===== src/sv/fbf_pkg.sv =====
// ----------------------------------------------------------------------------
// fbf_pkg
// shared types and constants of the page framebuffer flusher
// ----------------------------------------------------------------------------
`timescale 1ns / 1ps

package fbf_pkg;

  typedef struct packed {
    logic [2:0] op;
    logic [6:0] pixel_x;
    logic [5:0] pixel_y;
    logic       color;
    logic [2:0] page_select;
    logic       transfer_failed;
    logic       bus_busy;
  } fbf_in_t;

  typedef struct packed {
    logic [7:0]  tx_byte;
    logic        tx_last;
    logic [6:0]  tx_address;
    logic        ready_res;
    logic [2:0]  sequencer_state;
    logic [15:0] error_count;
  } fbf_out_t;

  // commands from the controller to the datapath
  typedef struct packed {
    logic load;
    logic apply;
    logic pix_rd;
    logic pix_wr;
    logic clr_step;
    logic seq_run;
    logic byte_rd;
    logic byte_push;
  } fbf_cmd_t;

  // status from the datapath to the controller
  typedef struct packed {
    logic pix_hit;
    logic is_fill;
    logic clr_last;
    logic xfer_start;
    logic byte_last;
    logic out_free;
  } fbf_stat_t;

  localparam logic [2:0] OP_PIXEL      = 3'd0;
  localparam logic [2:0] OP_FILL       = 3'd1;
  localparam logic [2:0] OP_FLUSH_ALL  = 3'd2;
  localparam logic [2:0] OP_FLUSH_PAGE = 3'd3;
  localparam logic [2:0] OP_TICK       = 3'd4;
  localparam logic [2:0] OP_DONE       = 3'd5;

  localparam logic [2:0] MODE_IDLE      = 3'd0;
  localparam logic [2:0] MODE_INIT_WAIT = 3'd1;
  localparam logic [2:0] MODE_INIT_CMD  = 3'd2;
  localparam logic [2:0] MODE_PAGE_CMD  = 3'd3;
  localparam logic [2:0] MODE_PAGE_DATA = 3'd4;
  localparam logic [2:0] MODE_ERROR     = 3'd5;

  localparam logic [1:0] KIND_INIT = 2'd0;
  localparam logic [1:0] KIND_PAGE = 2'd1;
  localparam logic [1:0] KIND_DATA = 2'd2;

  localparam logic [1:0] REG_DEVICE_ADDRESS = 2'd0;
  localparam logic [1:0] REG_POWER_ON_DELAY = 2'd1;
  localparam logic [1:0] REG_RETRY_DELAY    = 2'd2;

  localparam logic [7:0] CTRL_CMD      = 8'h00;
  localparam logic [7:0] CTRL_DATA     = 8'h40;
  localparam logic [7:0] PAGE_ADDR_CMD = 8'hB0;
  localparam logic [7:0] COL_HIGH_CMD  = 8'h10;

  localparam logic [4:0] INIT_LEN   = 5'd23;
  localparam int         XFER_MAX   = 32;

  function automatic logic [7:0] init_cmd(input logic [4:0] pos);
    logic [7:0] v;
    case (pos)
      5'd0:    v = 8'hAE;
      5'd1:    v = 8'hD5;
      5'd2:    v = 8'h80;
      5'd3:    v = 8'hA8;
      5'd4:    v = 8'h3F;
      5'd5:    v = 8'hD3;
      5'd6:    v = 8'h00;
      5'd7:    v = 8'h40;
      5'd8:    v = 8'hA1;
      5'd9:    v = 8'hC8;
      5'd10:   v = 8'hDA;
      5'd11:   v = 8'h12;
      5'd12:   v = 8'h81;
      5'd13:   v = 8'hCF;
      5'd14:   v = 8'hD9;
      5'd15:   v = 8'hF1;
      5'd16:   v = 8'hDB;
      5'd17:   v = 8'h30;
      5'd18:   v = 8'hA4;
      5'd19:   v = 8'hA6;
      5'd20:   v = 8'h8D;
      5'd21:   v = 8'h14;
      5'd22:   v = 8'hAF;
      default: v = 8'h00;
    endcase
    return v;
  endfunction

endpackage


===== src/sv/fbf_ctrl.sv =====
// ----------------------------------------------------------------------------
// fbf_ctrl
// cycle controller: sweeps, pixel read-modify-write, sequencer run, byte emit
// ----------------------------------------------------------------------------
`timescale 1ns / 1ps

module fbf_ctrl (
  input  logic              clk_i,
  input  logic              rst_ni,
  input  logic              in_valid_i,
  output logic              in_stall_o,
  input  fbf_pkg::fbf_stat_t stat_i,
  output fbf_pkg::fbf_cmd_t  cmd_o
);
  import fbf_pkg::*;

  localparam logic [2:0] S_CLEAR = 3'd0;
  localparam logic [2:0] S_IDLE  = 3'd1;
  localparam logic [2:0] S_EVENT = 3'd2;
  localparam logic [2:0] S_FILL  = 3'd3;
  localparam logic [2:0] S_RMW   = 3'd4;
  localparam logic [2:0] S_SEQ   = 3'd5;
  localparam logic [2:0] S_FETCH = 3'd6;
  localparam logic [2:0] S_PUSH  = 3'd7;

  logic [2:0] state_q, state_d;

  always_ff @(posedge clk_i or negedge rst_ni) begin
    if (!rst_ni) begin
      state_q <= S_CLEAR;
    end else begin
      state_q <= state_d;
    end
  end

  assign in_stall_o = (state_q != S_IDLE);

  always_comb begin
    state_d = state_q;
    cmd_o   = '0;
    case (state_q)
      S_CLEAR: begin
        cmd_o.clr_step = 1'b1;
        if (stat_i.clr_last) state_d = S_IDLE;
      end
      S_IDLE: begin
        if (in_valid_i) begin
          cmd_o.load = 1'b1;
          state_d    = S_EVENT;
        end
      end
      S_EVENT: begin
        cmd_o.apply = 1'b1;
        if (stat_i.is_fill) begin
          state_d = S_FILL;
        end else if (stat_i.pix_hit) begin
          cmd_o.pix_rd = 1'b1;
          state_d      = S_RMW;
        end else begin
          state_d = S_SEQ;
        end
      end
      S_FILL: begin
        cmd_o.clr_step = 1'b1;
        if (stat_i.clr_last) state_d = S_SEQ;
      end
      S_RMW: begin
        cmd_o.pix_wr = 1'b1;
        state_d      = S_SEQ;
      end
      S_SEQ: begin
        cmd_o.seq_run = 1'b1;
        state_d = stat_i.xfer_start ? S_FETCH : S_IDLE;
      end
      S_FETCH: begin
        cmd_o.byte_rd = 1'b1;
        state_d       = S_PUSH;
      end
      S_PUSH: begin
        if (stat_i.out_free) begin
          cmd_o.byte_push = 1'b1;
          state_d = stat_i.byte_last ? S_IDLE : S_FETCH;
        end
      end
      default: state_d = S_IDLE;
    endcase
  end

endmodule


===== config.mk =====
export PLATFORM = sky130hd
export DESIGN_NAME = fbf_ctrl
export DESIGN_NICKNAME = d
export VERILOG_FILES = /design/src/sv/fbf_pkg.sv /design/src/sv/fbf_ctrl.sv
export SDC_FILE = /design/constraint.sdc
export NUM_CORES = 1
export LEC_CHECK = 0
export ABC_AREA = 1
export ABC_CLOCK_PERIOD_IN_PS = 1790
export BUFFER_PORTS_ARGS = -buffer_cell sky130_fd_sc_hd__buf_2
export CAP_MARGIN = 0
export CORE_AREA = 2 2 39 41
export DETAILED_ROUTE_END_ITERATION = 10
export DIE_AREA = 0 0 41 43
export HOLD_SLACK_MARGIN = 0.08
export SYNTH_ARGS = -nofsm -noshare
export SYNTH_HDL_FRONTEND = slang
export SYNTH_SLANG_ARGS = --single-unit

===== constraint.sdc =====
create_clock -name clk_i -period 1.79 [get_ports clk_i]
set_clock_uncertainty 0.2 [all_clocks]
set_input_delay 0.179 -clock clk_i [delete_from_list [all_inputs] [get_ports clk_i]]
set_output_delay 0.179 -clock clk_i [all_outputs]
set_load 0.02 [all_outputs]

### Word-level counts from Yosys, hierarchy flattened

Index checks and enable logic that the tools add are counted.

| word-level totals | value |
|---|---|
| logic and storage cells | 36 |
| output and inout port bits | 9 |
| register bits after elaboration | 3 |

| operators by class | value |
|---|---|
| equal/unequal tests | 12 |
| reduce and logical (&&, ||, !) cells | 3 |
| muxes and demuxes | 20 |

Operators by type and width:

| kind | number |
|---|---|
| one-hot mux 3 bit (8 select lines) | 1 |
| two-way mux 3 bit | 7 |
| equality test 3 bit, second input constant | 4 |
| two-way mux 1 bit | 11 |
| inequality test 2 bit, second input constant | 4 |
| equality test 3 x 2 -> 1 bit, second input constant | 2 |
| AND reduction 4 bit | 1 |
| equality test 3 x 1 -> 1 bit, second input constant | 1 |
| zero test 3 bit | 1 |
| inequality test 3 x 1 -> 1 bit, second input constant | 1 |
| two-way mux 2 bit | 1 |
| OR reduction 2 bit | 1 |

### Longest topological paths before layout

Gate-level depths: netlist of run 1.

| depth | value |
|---|---|
| depth after elaboration | 3 |
| depth in mapped cells | 9 |
| depth with buffers taken out | 8 |

### Least setup slack after synthesis of run 1

OpenSTA, ideal clock, no wires.

| timing | value |
|---|---|
| path type | register to output |
| from | register state_q[0] |
| to | output port cmd_o[5] (netlist name) |
| slack | 0.308 ns |
| path buffers | 1 |
| cell stages (with the launch flop) | 5 |
| arrival | 1.103 ns |
| path through | dfrtp_1 > buf_6 > inv_2 > nand3_2 > nor3_1 |

RTL lines:

| element | line | text |
|---|---|---|
| start, declared | fbf_ctrl.sv:26 | `logic [2:0] state_q, state_d;` |
| start signal, assigned | fbf_ctrl.sv:32 | `state_q <= state_d;` |
| end, declared | fbf_ctrl.sv:13 | `output fbf_pkg::fbf_cmd_t cmd_o` |

==> impl_table.tex, run 1 <==
\begin{tabular}{lr}
\hline
Metric & Value \\
\hline
\multicolumn{2}{l}{\textbf{Final layout}} \\
\quad N\_diodes & 0 \\
\quad Fillers & 161 \\
\quad Commonest non-fill, non-tap cell in the layout & buf\_2 \\
\quad Largest Register & state\_q \\
\quad Number of nets in the final layout & 95 \\
\quad Top Registers & state\_q (3) \\
\quad Commonest cells after routing, fill and taps aside & buf\_2 (17), nand2\_1 (15), nor2\_1 (11) \\
\quad P\&R area growth vs syn & 34.6\% \\
\quad Fraction of final layout cells with drive strength greater than 1 & 41.2\% \\
\quad Max reg flops & 3 \\
\multicolumn{2}{l}{\textbf{STA}} \\
\quad Unrepaired setup endpoints after global routing & false \\
\quad Share of the cycle needed by the critical path after routing & 92.0\% \\
\quad Number of failing hold endpoints at the final stage & 0 \\
\quad Final setup vio count & 0 \\
\quad Post-layout minimum cycle time & 1.65 ns \\
\quad Highest clock frequency the design can meet & 607 MHz \\
\quad Number of slew-limit violations in the final report & 0 \\
\quad Max transition margin & 76.3\% \\
\quad Slew at the pin with the worst max-slew slack & 0.355 ns \\
\quad Total Neg Setup Slack & 0 ns \\
\multicolumn{2}{l}{\textbf{Clock tree}} \\
\quad Count of buffers added by post-CTS timing repair for setup & 0 \\
\quad Number of clock sinks & 3 \\
\quad Max Buffers Root-to-Sink & 2 \\
\quad CTS Root Buffer Type & clkbuf\_4 \\
\quad H-tree lvl count & 1 \\
\quad Clock transition at the registers of the reported paths & 0.03 ns \\
\quad Worst-skew pair later-pin latency & 0.23 ns \\
\quad Num CTS Buffers & 3 \\
\quad Clock tree from TritonCTS & built \\
\multicolumn{2}{l}{\textbf{Synthesis}} \\
\quad Synthesis warning total & 0 \\
\quad Cell area after synthesis & 373 um2 \\
\quad Post-Syn Instances & 64 \\
\quad Post-synthesis cell type count & 16 \\
\quad Number of register bits inferred by synthesis & 3 \\
\quad Average size of a mapped cell & 5.83 um2 \\
\quad Register area share after synthesis & 20.1\% \\
\quad Synthesized net count & 73 \\
\multicolumn{2}{l}{\textbf{Setup path}} \\
\quad Critical register-to-register path startpoint & state\_q[1] \\
\quad Maximum fanout encountered on the critical timing path & 8 \\
\quad Worst reg2reg path depth & 6 \\
\quad Critical path startpoint category & flop \\
\quad Last element of the critical path & cmd\_o[5] \\
\quad Slack of the worst reg-to-reg path & 0.39 ns \\
\quad Signal arrival time at the worst endpoint & 1.27 ns \\
\quad Kind of critical path & flop to output pin \\
\quad Launch point of the critical path & state\_q[1] \\
\quad Critical Path End Type & output pin \\
\quad Worst flop-to-flop path endpoint & state\_q[1] \\
\quad Data required time at the worst endpoint & 1.41 ns \\
\multicolumn{2}{l}{\textbf{Detailed routing}} \\
\quad Iteration-0 DRC count of the detailed router & 10 \\
\quad Via-to-Cell Ratio & 4.29 \\
\quad Number of antenna-violating nets in the routed design & 0 \\
\quad Via Count & 433 \\
\quad Detailed-routed wire length on met2 & 341 um \\
\quad WL met1 & 395 um \\
\quad Max Used Layer & met4 \\
\quad Total Wirelength & 794 um \\
\quad Residual DRC count & 0 \\
\quad Routed wl met3 & 44 um \\
\quad First drt pass iteration count & 4 \\
\quad Post-DR wirelength/cell & 7.86 um \\
\multicolumn{2}{l}{\textbf{Floorplanning}} \\
\quad Number of placement rows & 14 \\
\quad Starting utilization of the core area & 26.9\% \\
\quad Die outline height & 43 um \\
\quad Core area & 1380 um2 \\
\quad Width of the die & 41 um \\
\quad Number of top-level design ports & 18 \\
\quad Die area & 1760 um2 \\
\multicolumn{2}{l}{\textbf{Placement}} \\
\quad Final RePlAce weighted congestion & 0.783 \\
\quad Count of port buffers added during placement & 17 \\
\quad Half-perimeter wire length after detailed placement & 693 um \\
\multicolumn{2}{l}{\textbf{Global route}} \\
\quad Via count of the first global-routing pass & 380 \\
\quad Wire length of the first global-routing pass & 1.45 mm \\
\quad Total overflow reported by the global router & 0 \\
\quad Largest net degree at the start of global routing & 9 \\
\quad Initial antenna violation count & 0 \\
\quad Total track usage & 12.1\% \\
\multicolumn{2}{l}{\textbf{Run}} \\
\quad Max-cap violations & 0 \\
\multicolumn{2}{l}{\textbf{Power}} \\
\quad Pwr/cell area & 1690 nW/um2 \\
\quad Lkg Pwr & 0.344 nW \\
\quad Largest voltage drop on the vdd net & 0.000717 V \\
\quad Post-route total power & 0.846 mW \\
\multicolumn{2}{l}{\textbf{Min path}} \\
\quad Kind of path behind the tightest hold check & input port to flop \\
\multicolumn{2}{l}{\textbf{Outcome}} \\
\quad Run status & completed \\
\hline
\end{tabular}
-- layout make-up --
class | count | area [um2] | share of cell area, %
clock buffer | 4 | 26.3 | 5.24
inverter | 15 | 58.8 | 11.7
multi-input combinational | 44 | 216 | 43.1
sequential | 3 | 75.1 | 15.0
tap | 16 | 20.0 | 3.99
timing repair buffer | 19 | 105 | 20.9
-- logic make-up (layout without fill, tap and decap cells) --
logic type,count (synthesis),after routing,synth area share [%]
flip-flops,3,3,20.1
buffers and inverters,17,38,21.8
AND/OR/NAND/NOR,42,42,55.4
AO/OA/AOI/OAI,2,2,2.68
-- metrics by stage --
step	std cells	util [%]	hold slack [ns]	instance area (um2)	setup slack (ns)
after detailed placement	95	32.9	-0.223	455	0.368
after global routing	101	36.3	0.0991	502	0.0467
after global placement	95	32.9	-0.223	455	0.400
final	101	36.3	0.0764	502	0.143
after CTS	101	36.3	0.0802	502	0.121
after floorplan	64	-	-0.317	373	0.308
-- cell usage after synthesis --
cell type | number | area, um2
a21oi_1 | 1 | 5.00
buf_6 | 2 | 22.5
dfrtp_1 | 3 | 75.1
inv_1 | 9 | 33.8
inv_2 | 5 | 18.8
inv_4 | 1 | 6.26
nand2_1 | 15 | 56.3
nand2_2 | 4 | 25.0
nand3_1 | 5 | 25.0
nand3_2 | 3 | 30.0
nand4_1 | 1 | 6.26
nor2_1 | 11 | 41.3
nor2_2 | 1 | 6.26
nor2_4 | 1 | 11.3
nor3_1 | 1 | 5.00
o21ai_1 | 1 | 5.00
-- critical path, stage by stage, from the launching register on --
cell,delay [ns]
dfrtp_1,0.54
nand3_2,0.16
nor3_1,0.14
buf_2,0.18
-- where the power goes --
| group | switching [mW] | leakage (nW) | internal, mW |
|---|---|---|---|
| combinational | 0.352 | 0.291 | 0.196 |
| clock | 0.0338 | 0.0150 | 0.0834 |
| sequential | 0.0776 | 0.0374 | 0.102 |
| total | 0.463 | 0.344 | 0.382 |
-- metal layers --
layer | track usage, % | vias to the layer above
met5 | 0 | -
met3 | 3.14 | 2
met4 | 8.00 | 0
met2 | 16.3 | 13
li1 | - | 231
met1 | 16.2 | 187
-- worst min-delay path by stage --
stage / slack [ns] / depth (start not counted) / start / end
2_1_floorplan: -0.32 / 0 / rst_ni / state_q[0]
3_3_place_gp: -0.22 / 1 / rst_ni / state_q[1]
3_5_place_dp: -0.22 / 1 / rst_ni / state_q[1]
4_1_cts: 0.08 / 4 / stat_i[0] / state_q[2]
5_1_grt: 0.1 / 4 / stat_i[0] / state_q[2]
6_report: 0.08 / 4 / stat_i[0] / state_q[2]
-- timing repair --
action                    CTS  global route
hold endpoints to repair    3             0
hold buffers                2             0
gates resized for setup     0             0
(Power assumes the default switching activity.)
==> run 2: changes to the inputs <==
- ABC_CLOCK_PERIOD_IN_PS: 1790 -> 1500
- clock period: 1.79 -> 1.5 ns (I/O delays scaled with it)
==> run 2 against run 1 <==
The run now ends with negative setup slack left. Sequential share of layout area fell by 2.8 points. Flip-flop and latch count did not move. First-iteration DRC count fell by 90%. Total power rose by 56%. Die area did not move. Wire length rose by 21%. Combinational power rose by 76%. Setup slack got worse by 0.15 ns. Global-route usage fell by 0.40 points. Worst hold slack improved by 0.023 ns. Largest cell class unchanged.
==> impl_table.tex, run 2 (synthesis results as in run 1) <==
\begin{tabular}{lr}
\hline
Metric & Value \\
\hline
\multicolumn{2}{l}{\textbf{Detailed routing}} \\
\quad Residual DRC count & 0 (unchanged) \\
\quad Total Wirelength & 958 um (+21\%) \\
\quad Number of antenna-violating nets in the routed design & 0 (unchanged) \\
\quad Post-DR wirelength/cell & 8.87 um (+13\%) \\
\quad Via-to-Cell Ratio & 4.34 (+1.3\%) \\
\quad Iteration-0 DRC count of the detailed router & 1 (-9) \\
\quad First drt pass iteration count & 3 (-1) \\
\quad Via Count & 469 (+8.3\%) \\
\multicolumn{2}{l}{\textbf{Clock tree}} \\
\quad Num CTS Buffers & 3 (unchanged) \\
\quad Worst-skew pair later-pin latency & 0.24 ns (about the same) \\
\quad Number of clock sinks & 3 (unchanged) \\
\quad CTS Root Buffer Type & clkbuf\_4 \\
\quad H-tree lvl count & 1 (unchanged) \\
\quad Max Buffers Root-to-Sink & 2 (unchanged) \\
\quad Clock transition at the registers of the reported paths & 0.03 ns (about the same) \\
\quad Clock tree from TritonCTS & built \\
\multicolumn{2}{l}{\textbf{STA}} \\
\quad Worst setup margin & -0.00992 ns (-0.153 ns) \\
\quad Highest clock frequency the design can meet & 662 MHz \\
\quad Total Neg Setup Slack & -0.0182 ns (-0.0182 ns) \\
\quad Number of slew-limit violations in the final report & 0 (unchanged) \\
\quad Post-layout minimum cycle time & 1.51 ns \\
\quad Number of failing hold endpoints at the final stage & 0 (unchanged) \\
\quad Unrepaired setup endpoints after global routing & true \\
\quad Max transition margin & 82.0\% (+5.6 points) \\
\quad Worst hold slack & 0.0997 ns (+0.0233 ns) \\
\quad Final setup vio count & 2 (+2) \\
\quad Slew at the pin with the worst max-slew slack & 0.271 ns (-0.0847 ns) \\
\quad Share of the cycle needed by the critical path after routing & 101\% \\
\multicolumn{2}{l}{\textbf{Setup path}} \\
\quad Critical path startpoint category & flop \\
\quad Crit-path cells & inv\_4 -> nand3\_4 -> nor2\_4 -> buf\_6 \\
\quad Slack of the worst reg-to-reg path & 0.08 ns (-0.31 ns) \\
\quad Maximum fanout encountered on the critical timing path & 8 (unchanged) \\
\quad Critical Path End Type & output pin \\
\quad Critical Path Max Stage Delay & 0.50 ns (-0.04 ns) \\
\quad Kind of critical path & flop to output pin \\
\quad Highest-delay cell along the critical path & dfrtp\_2 \\
\quad Data required time at the worst endpoint & 1.15 ns (-0.26 ns) \\
\quad Signal arrival time at the worst endpoint & 1.16 ns (-0.11 ns) \\
\multicolumn{2}{l}{\textbf{Final layout}} \\
\quad Commonest cells after routing, fill and taps aside & nand2\_1 (14), nor2\_1 (10), buf\_2 (10) \\
\quad Commonest non-fill, non-tap cell in the layout & nand2\_1 \\
\quad Max reg flops & 3 (unchanged) \\
\quad N\_diodes & 0 (unchanged) \\
\quad Number of nets in the final layout & 102 (+7.4\%) \\
\quad Fraction of final layout cells with drive strength greater than 1 & 53.3\% (+12 points) \\
\quad Largest Register & state\_q \\
\quad Top Registers & state\_q (3) \\
\quad P\&R area growth vs syn & 71.5\% \\
\multicolumn{2}{l}{\textbf{Floorplanning}} \\
\quad Number of placement rows & 14 (unchanged) \\
\quad Number of top-level design ports & 18 (unchanged) \\
\quad Die outline height & 43 um (unchanged) \\
\quad Starting utilization of the core area & 26.9\% (unchanged) \\
\quad Core area & 1380 um2 (unchanged) \\
\quad Width of the die & 41 um (unchanged) \\
\quad Die area & 1760 um2 (unchanged) \\
\multicolumn{2}{l}{\textbf{Global route}} \\
\quad Total track usage & 11.7\% (-0.40 points) \\
\quad Via count of the first global-routing pass & 381 (+0.26\%) \\
\quad Total overflow reported by the global router & 0 (unchanged) \\
\quad Wire length of the first global-routing pass & 1.40 mm (-3.4\%) \\
\quad Largest net degree at the start of global routing & 9 (unchanged) \\
\quad Initial antenna violation count & 0 (unchanged) \\
\multicolumn{2}{l}{\textbf{Placement}} \\
\quad Final RePlAce weighted congestion & 0.781 (-0.19\%) \\
\quad Setup slack at placement & 0.103 ns (-0.265 ns) \\
\quad Half-perimeter wire length after detailed placement & 706 um (+1.8\%) \\
\quad Count of port buffers added during placement & 17 (unchanged) \\
\multicolumn{2}{l}{\textbf{Power}} \\
\quad Pwr/cell area & 2070 nW/um2 (+23\%) \\
\quad Post-route total power & 1.32 mW (+56\%) \\
\quad Largest voltage drop on the vdd net & 0.000875 V (+22\%) \\
\quad Clock network power share & 10.9\% (-3.0 points) \\
\quad Lkg Pwr & 0.379 nW (+10\%) \\
\quad Net Switching & 0.676 mW (+46\%) \\
\quad Fraction of power spent switching nets & 51.1\% (-3.7 points) \\
\quad Design internal power & 0.647 mW (+69\%) \\
\quad Combinational share of power & 72.8\% (+8.0 points) \\
\quad Proportion of power drawn by flip-flops and latches & 16.3\% (-5.0 points) \\
\multicolumn{2}{l}{\textbf{Min path}} \\
\quad Kind of path behind the tightest hold check & input port to flop \\
\multicolumn{2}{l}{\textbf{Outcome}} \\
\quad Failing checks & negative setup slack \\
\quad Run status & complete, but fails checks \\
\multicolumn{2}{l}{\textbf{Run}} \\
\quad Max-cap violations & 0 (unchanged) \\
\hline
\end{tabular}
run 2: worst paths after layout:
path / start / to / cells after the start
setup / recovery: state_q[1] / cmd_o[7] / 4
hold / removal: stat_i[4] / state_q[1] / 5
setup reg to reg: state_q[0] / state_q[1] / 7
hold reg to reg: state_q[1] / state_q[1] / 2
max in group asynchronous: rst_ni / state_q[1] / 3
min in group asynchronous: rst_ni / state_q[2] / 3
run 2: per-layer routing:
metal	global-route usage [%]	wire length, um	vias up
met4	6.00	19	0
li1	-	-	244
met3	1.57	42	2
met5	0	0	-
met1	15.6	423	210
met2	17.5	473	13
run 2: power by group through the flow:
| stage | Combinational, mW | Clock [mW] | Sequential [mW] |
|---|---|---|---|
| finish | 0.963 | 0.145 | 0.215 |
| global route | 1.07 | 0.156 | 0.223 |
| CTS | 0.753 | 0.149 | 0.198 |
| detailed placement | 0.658 | 0 | 0.215 |
| global placement | 0.657 | 0 | 0.210 |
| floorplan | 0.617 | 0 | 0.147 |
run 2: layout make-up:
class,count,area [um2]
multi-input combinational,44,264
sequential,3,77.6
timing repair buffer,26,193
inverter,15,58.8
clock buffer,4,26.3
tap,16,20.0
fill,150,744
run 2: timing repair:
item | CTS | global route
hold buffers | 3 | 0
pin swaps | 0 | 3
setup buffers | 3 | 3
hold endpoints to repair | 4 | 0
endpoints found under the setup margin | 8 | 7
resized for setup | 5 | 19
run 2: critical path, delay by kind of cell (launching register included):
family	cells	cell delay [ns]
buf+inv	2	0.22
simple gates	2	0.22
flops	1	0.50
run 2: metrics by stage:
step | area [um2] | instances | util [%]
after floorplan | 373 | 64 | -
after global placement | 455 | 95 | 32.9
after detailed placement | 455 | 95 | 32.9
after CTS | 547 | 105 | 39.5
after global routing | 639 | 108 | 46.2
final | 639 | 108 | 46.2
==> run 3: changes to the inputs <==
- ABC_CLOCK_PERIOD_IN_PS: 1500 -> 1350
- clock period: 1.5 -> 1.35 ns (I/O delays scaled with it)
==> run 3 against run 2 <==
Count of clock-buffer cells in the layout unchanged. Largest cell class unchanged. Setup slack got worse by 0.16 ns. Cell area decreased by 2.7%. Sequential share of layout area increased by 0.54 points. Combinational power increased by 2.3%. Utilization decreased by 1.3 points. Non-clock buffer count decreased by 3. The run still ends with negative setup slack left. Highest routed layer unchanged. Flip-flop and latch count unchanged. Largest power group unchanged. Cell count decreased by 2.8%.
==> impl_table.tex, run 3 (synthesis results as in run 1) <==
\begin{tabular}{lr}
\hline
Metric & Value \\
\hline
\multicolumn{2}{l}{\textbf{Outcome}} \\
\quad Run status & complete, but fails checks \\
\quad Failing checks & negative setup slack \\
\multicolumn{2}{l}{\textbf{Clock tree}} \\
\quad Max Buffers Root-to-Sink & 2 (unchanged) \\
\quad Clock tree from TritonCTS & built \\
\quad CTS Root Buffer Type & clkbuf\_4 \\
\quad Num CTS Buffers & 3 (unchanged) \\
\quad H-tree lvl count & 1 (unchanged) \\
\quad Clock transition at the registers of the reported paths & 0.04 ns (about the same) \\
\quad Worst-skew pair later-pin latency & 0.24 ns (about the same) \\
\quad Number of clock sinks & 3 (unchanged) \\
\multicolumn{2}{l}{\textbf{Power}} \\
\quad Lkg Pwr & 0.373 nW (-1.4\%) \\
\quad Pwr/cell area & 2270 nW/um2 (+9.8\%) \\
\quad Largest voltage drop on the vdd net & 0.000804 V (-8.1\%) \\
\quad Post-route total power & 1.41 mW (+6.8\%) \\
\multicolumn{2}{l}{\textbf{STA}} \\
\quad Number of failing hold endpoints at the final stage & 0 (unchanged) \\
\quad Max transition margin & 83.7\% (+1.8 points) \\
\quad Worst setup margin & -0.170 ns (-0.160 ns) \\
\quad Share of the cycle needed by the critical path after routing & 113\% \\
\quad Worst hold slack & 0.0651 ns (-0.0346 ns) \\
\quad Final setup vio count & 12 (+10) \\
\quad Number of slew-limit violations in the final report & 0 (unchanged) \\
\quad Unrepaired setup endpoints after global routing & true \\
\quad Post-layout minimum cycle time & 1.52 ns \\
\quad Slew at the pin with the worst max-slew slack & 0.244 ns (-0.0268 ns) \\
\quad Total Neg Setup Slack & -1.28 ns (-1.27 ns) \\
\quad Highest clock frequency the design can meet & 658 MHz \\
\multicolumn{2}{l}{\textbf{Placement}} \\
\quad Final RePlAce weighted congestion & 0.728 (-6.8\%) \\
\quad Count of port buffers added during placement & 17 (unchanged) \\
\quad Cells after DPL & 95 (unchanged) \\
\quad Setup slack at placement & -0.0619 ns (-0.165 ns) \\
\quad Cell area after placement & 473 um2 (+3.8\%) \\
\multicolumn{2}{l}{\textbf{Global route}} \\
\quad Wire length of the first global-routing pass & 1.44 mm (+2.5\%) \\
\quad Largest net degree at the start of global routing & 9 (unchanged) \\
\quad Initial antenna violation count & 0 (unchanged) \\
\quad Total overflow reported by the global router & 0 (unchanged) \\
\quad Via count of the first global-routing pass & 375 (-1.6\%) \\
\quad Total track usage & 11.9\% (+0.19 points) \\
\multicolumn{2}{l}{\textbf{Setup path}} \\
\quad Data required time at the worst endpoint & 1.01 ns (-0.14 ns) \\
\quad Critical register-to-register path startpoint & state\_q[1] \\
\quad Critical Path End Type & output pin \\
\quad Slack of the worst reg-to-reg path & -0.07 ns (-0.15 ns) \\
\quad Kind of critical path & flop to output pin \\
\quad Signal arrival time at the worst endpoint & 1.18 ns (+0.02 ns) \\
\quad Maximum fanout encountered on the critical timing path & 8 (unchanged) \\
\quad Worst reg2reg path depth & 8 (+1) \\
\quad Critical path startpoint category & flop \\
\quad Worst flop-to-flop path endpoint & state\_q[0] \\
\multicolumn{2}{l}{\textbf{Floorplanning}} \\
\quad Die area & 1760 um2 (unchanged) \\
\quad Number of top-level design ports & 18 (unchanged) \\
\quad Core area & 1380 um2 (unchanged) \\
\quad Starting utilization of the core area & 26.9\% (unchanged) \\
\quad Width of the die & 41 um (unchanged) \\
\quad Number of placement rows & 14 (unchanged) \\
\quad Die outline height & 43 um (unchanged) \\
\multicolumn{2}{l}{\textbf{Detailed routing}} \\
\quad Number of antenna-violating nets in the routed design & 0 (unchanged) \\
\quad Iteration-0 DRC count of the detailed router & 3 (+2) \\
\quad Via Count & 465 (-0.85\%) \\
\quad Residual DRC count & 0 (unchanged) \\
\quad Total Wirelength & 1.01 mm (+5.7\%) \\
\quad Post-DR wirelength/cell & 9.65 um (+8.8\%) \\
\quad Via-to-Cell Ratio & 4.43 (+2.0\%) \\
\quad First drt pass iteration count & 4 (+1) \\
\multicolumn{2}{l}{\textbf{Final layout}} \\
\quad Top Registers & state\_q (3) \\
\quad Commonest cells after routing, fill and taps aside & nand2\_1 (15), nor2\_1 (10), buf\_2 (10) \\
\quad Fillers & 152 (+1.3\%) \\
\quad Fraction of final layout cells with drive strength greater than 1 & 51.7\% (-1.6 points) \\
\quad P\&R area growth vs syn & 66.8\% \\
\quad Commonest non-fill, non-tap cell in the layout & nand2\_1 \\
\quad N\_diodes & 0 (unchanged) \\
\quad Number of nets in the final layout & 99 (-2.9\%) \\
\quad Largest Register & state\_q \\
\quad Final design area excluding fillers & 622 um2 (-2.7\%) \\
\quad Count of non-filler cells in the finished layout & 105 (-2.8\%) \\
\quad Fin util & 44.9\% (-1.3 points) \\
\quad Max reg flops & 3 (unchanged) \\
\multicolumn{2}{l}{\textbf{Min path}} \\
\quad Kind of path behind the tightest hold check & input port to flop \\
\quad Depth of the worst hold-timing path & 4 (-1) \\
\quad Hold worst-path end & state\_q[2] \\
\quad Hold\_sp & stat\_i[0] \\
\multicolumn{2}{l}{\textbf{Run}} \\
\quad Max-cap violations & 0 (unchanged) \\
\hline
\end{tabular}
[run 3: cell count changes in the layout (fill, tap and decap cells not counted), moves of 2 or more]
cell / delta
inv_2: -2
nand2_2: -2
buf_4: -4
buf_6: +2
[run 3: power breakdown]
part	total (mW)	internal, mW	switching, mW
Combinational	0.985	0.417	0.567
Sequential	0.265	0.144	0.121
Clock	0.162	0.111	0.0514
Total	1.41	0.673	0.739
[run 3: worst max-delay path by stage]
stage	slack (ns)	depth (start not counted)	start	endpoint
after floorplan	0.006	9	state_q[0]	state_q[2]
after global placement	-0.05	7	state_q[0]	state_q[0]
after detailed placement	-0.06	7	state_q[0]	state_q[2]
after CTS	-0.18	4	state_q[0]	cmd_o[5]
after global routing	-0.22	4	state_q[1]	cmd_o[3]
final	-0.17	4	state_q[1]	cmd_o[3]
[run 3: what timing repair did]
action / CTS / global route
hold endpoints to repair: 5 / 0
hold buffers: 2 / 0
setup buffers: 1 / 3
resized for setup: 14 / 9
endpoints found under the setup margin: 12 / 12
[run 3: metal layers]
layer	up-vias	wire length, um	GRT usage [%]
met2	17	523	18.4
met1	205	416	15.2
li1	240	-	-
met5	-	0	0
met3	3	54	1.57
met4	0	19	6.00
[run 3: layout make-up]
| class | instances | area, um2 | share of cell area [%] |
|---|---|---|---|
| flip-flops and latches | 3 | 78.8 | 12.7 |
| inverters | 15 | 61.3 | 9.86 |
| clock buffers | 4 | 26.3 | 4.23 |
| well taps | 16 | 20.0 | 3.22 |
| repair buffers | 23 | 175 | 28.2 |
| multi-input cells | 44 | 260 | 41.9 |
[run 3: critical path, cell delays in order (launching register included)]
cell and delay (ns):
dfrtp_2 0.49, nor2_2 0.14, nand2_2 0.09, nand2_4 0.07
buf_2 0.15
